### config.mk
export PLATFORM = sky130hd
export DESIGN_NAME = e2r_cordic_cell
export DESIGN_NICKNAME = d
export VERILOG_FILES = /design/src/rtl/e2r_pkg.sv /design/src/rtl/e2r_cordic_cell.sv
export SDC_FILE = /design/constraint.sdc
export NUM_CORES = 1
export LEC_CHECK = 0
export BUFFER_PORTS_ARGS = -buffer_cell sky130_fd_sc_hd__buf_4
export CORE_UTILIZATION = 39
export CTS_BUF_LIST = sky130_fd_sc_hd__clkbuf_4 sky130_fd_sc_hd__clkbuf_8
export DETAILED_ROUTE_END_ITERATION = 8
export GPL_TIMING_DRIVEN = 0
export SYNTH_ARGS = -nofsm -noshare
export SYNTH_HDL_FRONTEND = slang
export SYNTH_SLANG_ARGS = --single-unit
### constraint.sdc
create_clock -name i_clk -period 3.55 [get_ports i_clk]
set_input_delay 1.065 -clock i_clk [delete_from_list [all_inputs] [get_ports i_clk]]
set_output_delay 1.065 -clock i_clk [all_outputs]
set_load 0.02 [all_outputs]
### src/rtl/e2r_pkg.sv
// ============================================================================
// e2r_pkg: shared constants, types and functions for the Euler angle to
// rotation matrix block.
// ============================================================================
package e2r_pkg;

    localparam int ANGLE_BITS_DEF    = 16;
    localparam int FRAC_BITS_DEF     = 14;
    localparam int CORDIC_STAGES_DEF = 16;
    localparam int OUT_BITS          = 16;

    // CORDIC datapath width: Q30 values plus guard bits.
    localparam int CW = 34;
    // Phase accumulator width.
    localparam int ZW = 33;

    localparam logic signed [CW-1:0] CORDIC_GAIN_Q30 = 34'sd652032874;

    // Arctangent of 2^-i in units of 2^-32 turn.
    function automatic logic signed [ZW-1:0] atan_step(input int i);
        logic [31:0] t;
        begin
            t = 32'h0;
            case (i)
                0:  t = 32'h20000000; 1:  t = 32'h12E4051E;
                2:  t = 32'h09FB385B; 3:  t = 32'h051111D4;
                4:  t = 32'h028B0D43; 5:  t = 32'h0145D7E1;
                6:  t = 32'h00A2F61E; 7:  t = 32'h00517C55;
                8:  t = 32'h0028BE53; 9:  t = 32'h00145F2F;
                10: t = 32'h000A2F98; 11: t = 32'h000517CC;
                12: t = 32'h00028BE6; 13: t = 32'h000145F3;
                14: t = 32'h0000A2FA; 15: t = 32'h0000517D;
                16: t = 32'h000028BE; 17: t = 32'h0000145F;
                18: t = 32'h00000A30; 19: t = 32'h00000518;
                20: t = 32'h0000028C; 21: t = 32'h00000146;
                22: t = 32'h000000A3; 23: t = 32'h00000051;
                24: t = 32'h00000029; 25: t = 32'h00000014;
                26: t = 32'h0000000A; 27: t = 32'h00000005;
                28: t = 32'h00000003; 29: t = 32'h00000001;
                30: t = 32'h00000001;
                default: t = 32'h0;
            endcase
            atan_step = $signed({1'b0, t});
        end
    endfunction

    // One angle on its way through the rotator chain.
    typedef struct packed {
        logic signed [CW-1:0] x;
        logic signed [CW-1:0] y;
        logic signed [ZW-1:0] z;
        logic [1:0]           q;
    } t_rot;

endpackage

### src/rtl/e2r_cordic_cell.sv
// ============================================================================
// e2r_cordic_cell: one registered CORDIC rotation step for three angles.
// Each cell takes the vectors from its left neighbor and hands them right.
// ============================================================================
module e2r_cordic_cell #(
    parameter int STAGE = 0
) (
    input  logic              i_clk,
    input  logic              i_en,
    input  e2r_pkg::t_rot     i_rot [3],
    output e2r_pkg::t_rot     o_rot [3]
);
    import e2r_pkg::*;

    localparam int K = (STAGE < 32) ? STAGE : 31;
    localparam logic signed [ZW-1:0] STEP = atan_step(STAGE);

    t_rot r_rot [3];
    t_rot n_rot [3];

    // Rotate each vector toward the residual angle.
    always_comb begin
        for (int a = 0; a < 3; a++) begin
            n_rot[a].q = i_rot[a].q;
            if (!i_rot[a].z[ZW-1]) begin
                n_rot[a].x = i_rot[a].x - (i_rot[a].y >>> K);
                n_rot[a].y = i_rot[a].y + (i_rot[a].x >>> K);
                n_rot[a].z = i_rot[a].z - STEP;
            end else begin
                n_rot[a].x = i_rot[a].x + (i_rot[a].y >>> K);
                n_rot[a].y = i_rot[a].y - (i_rot[a].x >>> K);
                n_rot[a].z = i_rot[a].z + STEP;
            end
        end
    end

    always_ff @(posedge i_clk) begin
        if (i_en) begin
            r_rot <= n_rot;
        end
    end

    assign o_rot = r_rot;
endmodule

* After elaboration in Yosys (flattened, before gate mapping)
Cells that the tools add are included.
** Word-level totals
- Register bits :: 309
- Output and inout port bits :: 309
- Logic and storage cells :: 30
** Cells by class
- $add $sub $neg :: 15
- Multiplexer cells :: 3
** Operator list (count)
- $mux 101 :: 3
- $sub 34x34->34 :: 6
- $add 34x34->34 :: 3
- $add 33x31->33 const B :: 3
- $sub 33x31->33 const B :: 3

* Depth between registers and ports, before layout
- Depth in word-level cells :: 2
- Gate-level depth with buffers :: 13

* Least setup slack after synthesis
Ideal clock, no wire load.
- Path kind :: input -> register
- Start :: input port i_rot[138] in the netlist's numbering
- End :: register r_rot, in the netlist o_rot[164] (data pin)
- Setup time :: 0.255 ns
- Arrival :: 3.483 ns
- Setup slack :: -0.188 ns
- Stages :: 12
- Path through :: ha_1 -> fa_1 -> nor2b_1 -> o211ai_1 -> nand3b_1 -> a31oi_2 -> o21ai_1 -> a31oi_4 -> o21a_1 -> o21ai_1 -> a2111oi_0 -> and3b_1
** RTL lines
- from (decl) :: line e2r_cordic_cell.sv:10 : input e2r_pkg::t_rot i_rot [3],
- to (signal assigned) :: line e2r_cordic_cell.sv:39 : r_rot <= n_rot;
- to (decl) :: line e2r_cordic_cell.sv:18 : t_rot r_rot [3];

==> results by group <==
Power and ir drop
  • P_leak: 15.25 nW
  • Peak supply drop: 0.0003665 V
  • Pwr/cell area: 402.0 nW/um^2
  • Power Total: between 0.01 and 0.015 W

STA
  • Worst-margin pin slew: 1.058 ns
  • Final Critical Period: 3.565 ns
  • Slew headroom: 0.2948
  • Setup ws final: -0.01512 ns
  • Final Max Tran Viols: 0
  • Post-Route Setup TNS: -0.02453 ns
  • Tcrit/Tclk final: 1.004
  • Hold_ws: 0.5614 ns
  • Final setup viols: 2
  • RSZ-0062 raised after global routing: yes
  • F_max: 0.2805 GHz
  • Final hold violations: 0

Worst setup path
  • Crit path arrival time: 3.94 ns
  • CP delay by family, top: compound AO/OA/AOI/OAI gates
  • Crit-path slowest cell: a2111o_1
  • Worst Path Max Fanout: 3
  • Startpoint type of the worst setup path: input pin
  • Slowest Stage Delay on Critical Path: roughly 0.4 ns
  • CP bufs+invs: 2
  • Cell mode on critical path: o41a_1
  • Critical path type: in -> reg
  • Req. time, crit path: 3.93 ns
  • Crit end category: flip-flop
  • Worst-path cell chain: buf_4 -> inv_1 -> ha_1 -> fa_1 -> nor2b_1 -> o21ai_1 -> a21oi_1 -> o41a_1 -> a21o_1 -> a2111o_1 -> a21oi_2 -> o41a_1 -> a311oi_2 -> xor2_2

Place
  • Routability Congestion: 0.9477
  • Buffers on Ports: about 620
  • Setup slack at placement: -1.033 ns
  • Post-DP HPWL: 81,760 um
  • Post-DP Area: 32,600 um^2

Global routing
  • Pin count of the biggest net entering global routing: 126
  • GRT Util Overall: 0.2823
  • First-pass GRT wire length: 149,800 um
  • Grt total ovfl: 0
  • Initial antenna violation count: 15
  • Vias in the first global route: 24,238

Clock network
  • Root buf cell: clkbuf_8
  • CTS tree: done
  • Cts hold-fix bufs: 0
  • Clock Sinks: just over 300
  • Clock Path Buffers: 3
  • H-tree depth: 2
  • Clock slew at reported path FFs: 0.06 ns
  • CTS buffer count: 55

Die
  • Die X: 263.5 um
  • Num rows: 95
  • Starting Density: 0.3958
  • Number of I/O pins: 620
  • Die Area: 69,440 um^2
  • DIE HEIGHT: 263.5 um
  • CORE AREA: 67,400 um^2

Synthesis
  • Seq cells post-synth: about 310
  • Syn Inst Count: 2,953
  • Avg Inst Size Synth: 9.033 um^2
  • Most used flip-flop cell after synthesis: edfxtp_1
  • Netlist Area Pre-Place: 26,670 um^2
  • Post-synth cell types: between 100 and 150
  • Sequential fraction of the synthesis area: 0.3445
  • Syn_nets: 3,579
  • Ys async rst share: 0
  • Ys Warns: 0
  • Number of enable flip-flop cells after synthesis: 306

Cells and area
  • Number of flip-flops in the largest register: 306
  • Layout cells sized above 1: 0.2528
  • Final net count: 4,273
  • Area grow syn2layout: 29.22%
  • Final instance area: 34,470 um^2

Hold path
  • Worst Hold Class: in -> reg

Run
  • Max-cap violations: 0

Detailed routing
  • Vias post-DR: approximately 25,000
  • DRT antenna net count: 0
  • Initial drt markers: 2,162
  • Total Wirelength: 102,800 um
  • Avg WL per Cell: ~22 um
  • Residual DRC count: 0
  • Drt pass-1 iters: 5
  • DR vias/cell: 5.576

Run status
  • Failing checks: setup timing
  • Outcome: finished with violations
## placed cells by master, fill, tap and decap left out, types with 9 or more instances in the layout
cell and count:
o211ai_1 27, edfxtp_1 306, nand2b_1 31, xor2_1 34
nand3_1 34, inv_1 290, a311oi_1 9, nor2_1 246
clkinv_1 22, clkbuf_4 18, nor3_1 51, clkbuf_1 60
o21a_1 20, o21ai_2 13, buf_1 28, nor2b_1 26
nand2_1 135, a211oi_1 24, fa_1 9, o21bai_1 81
diode_2 10, o21ai_1 14, mux2i_1 46, a21oi_1 356
inv_2 9, xnor2_1 161, or3_1 12, a21o_1 89
clkbuf_8 55, or2_2 12, ha_1 297, and3_1 12
buf_2 25, buf_4 640, nand4_1 23, o31ai_1 20
o21ai_0 153, a31oi_1 11
## synthesized netlist by cell type (all sizes together), types with 8 or more instances
cell     instances  share of area
a21o            89          0.025
nor3            55          0.010
a21oi          363          0.068
a2111oi         12         0.0049
buf             68          0.013
xnor2          161          0.053
nand3           36         0.0068
a21boi          11         0.0031
a221oi          11         0.0046
mux2i           46          0.017
o21bai          83          0.024
and3            13         0.0030
nor2b           29         0.0071
ha             303           0.14
nand4           23         0.0054
nand2          137          0.019
edfxtp         306           0.34
fa              12         0.0090
clkbuf          68         0.0096
o21a            20         0.0056
inv            301          0.042
o211ai          29         0.0085
and2            10         0.0024
or3             12         0.0028
clkinv          11         0.0015
nand2b          31         0.0073
or2             14         0.0033
o21ai          182          0.035
a311oi          14         0.0051
xor2            35          0.011
a211oi          34         0.0098
o31ai           28         0.0086
a31oi           21         0.0068
o31a             8         0.0026
nor2           247          0.035
nor4            14         0.0035
## logic make-up after synthesis
logic type                 after synthesis  share of synthesized area
adders and majority gates              315                     0.1511
AOI/OAI and AO/OA                     1000                     0.2441
buffers and inverters                  448                    0.06614
muxes                                   47                    0.01768
DFF                                    306                     0.3445
xor gates and xnor gates               196                    0.06436
and+or+nand+nor                        641                     0.1121
## per-layer routing
metal / routed length, um / GRT usage / vias up
met5: 71 / 0 / -
met2: 48240 / 0.4695 / 1127
met1: 42740 / 0.3568 / 12146
met4: 3898 / 0.1121 / 10
met3: 7870 / 0.05753 / 211
li1: - / - / 11988
## report_power, final
part | internal, W | switching [W] | leakage, nW | total (W)
clock network | 0.00182 | 0.00159 | 0.572 | 0.00340
registers | 0.00466 | 0.000177 | 2.99 | 0.00484
logic | 0.00217 | 0.00344 | 11.7 | 0.00561
total | 0.00865 | 0.00520 | 15.3 | 0.0139
## path summary, 6_finish.rpt
check | startpoint | end | depth (start not counted)
hold / removal | i_rot[223] | o_rot[223]$_DFFE_PP_ | 1
setup / recovery | i_rot[241] | o_rot[273]$_DFFE_PP_ | 14
## repair_timing
item	in CTS	in global routing
setup buffers	3	16
pin swaps	4	37
resized for setup	26	110
endpoints found under the setup margin	26	54
## metrics by stage
stage | cells | utilization
2_1_floorplan | 2953 | -
3_3_place_gp | 4444 | 0.4827
3_5_place_dp | 4446 | 0.4837
4_1_cts | 4546 | 0.5020
5_1_grt | 4570 | 0.5114
6_report | 4570 | 0.5114
## final cells by class
cell class | instances | area (um^2)
Clock buffer | 69 | 862.1
Inverter | 312 | 1192
Buffer | 134 | 610.6
Multi-Input combinational cell | 2199 | 16400
Clock inverter | 28 | 232.7
Antenna cell | 10 | 25.02
Timing Repair Buffer | 639 | 4860
Fill cell | 6539 | 32930
Sequential cell | 306 | 9189
Tap cell | 873 | 1092
Note: power is estimated with default switching activity, not from simulation.
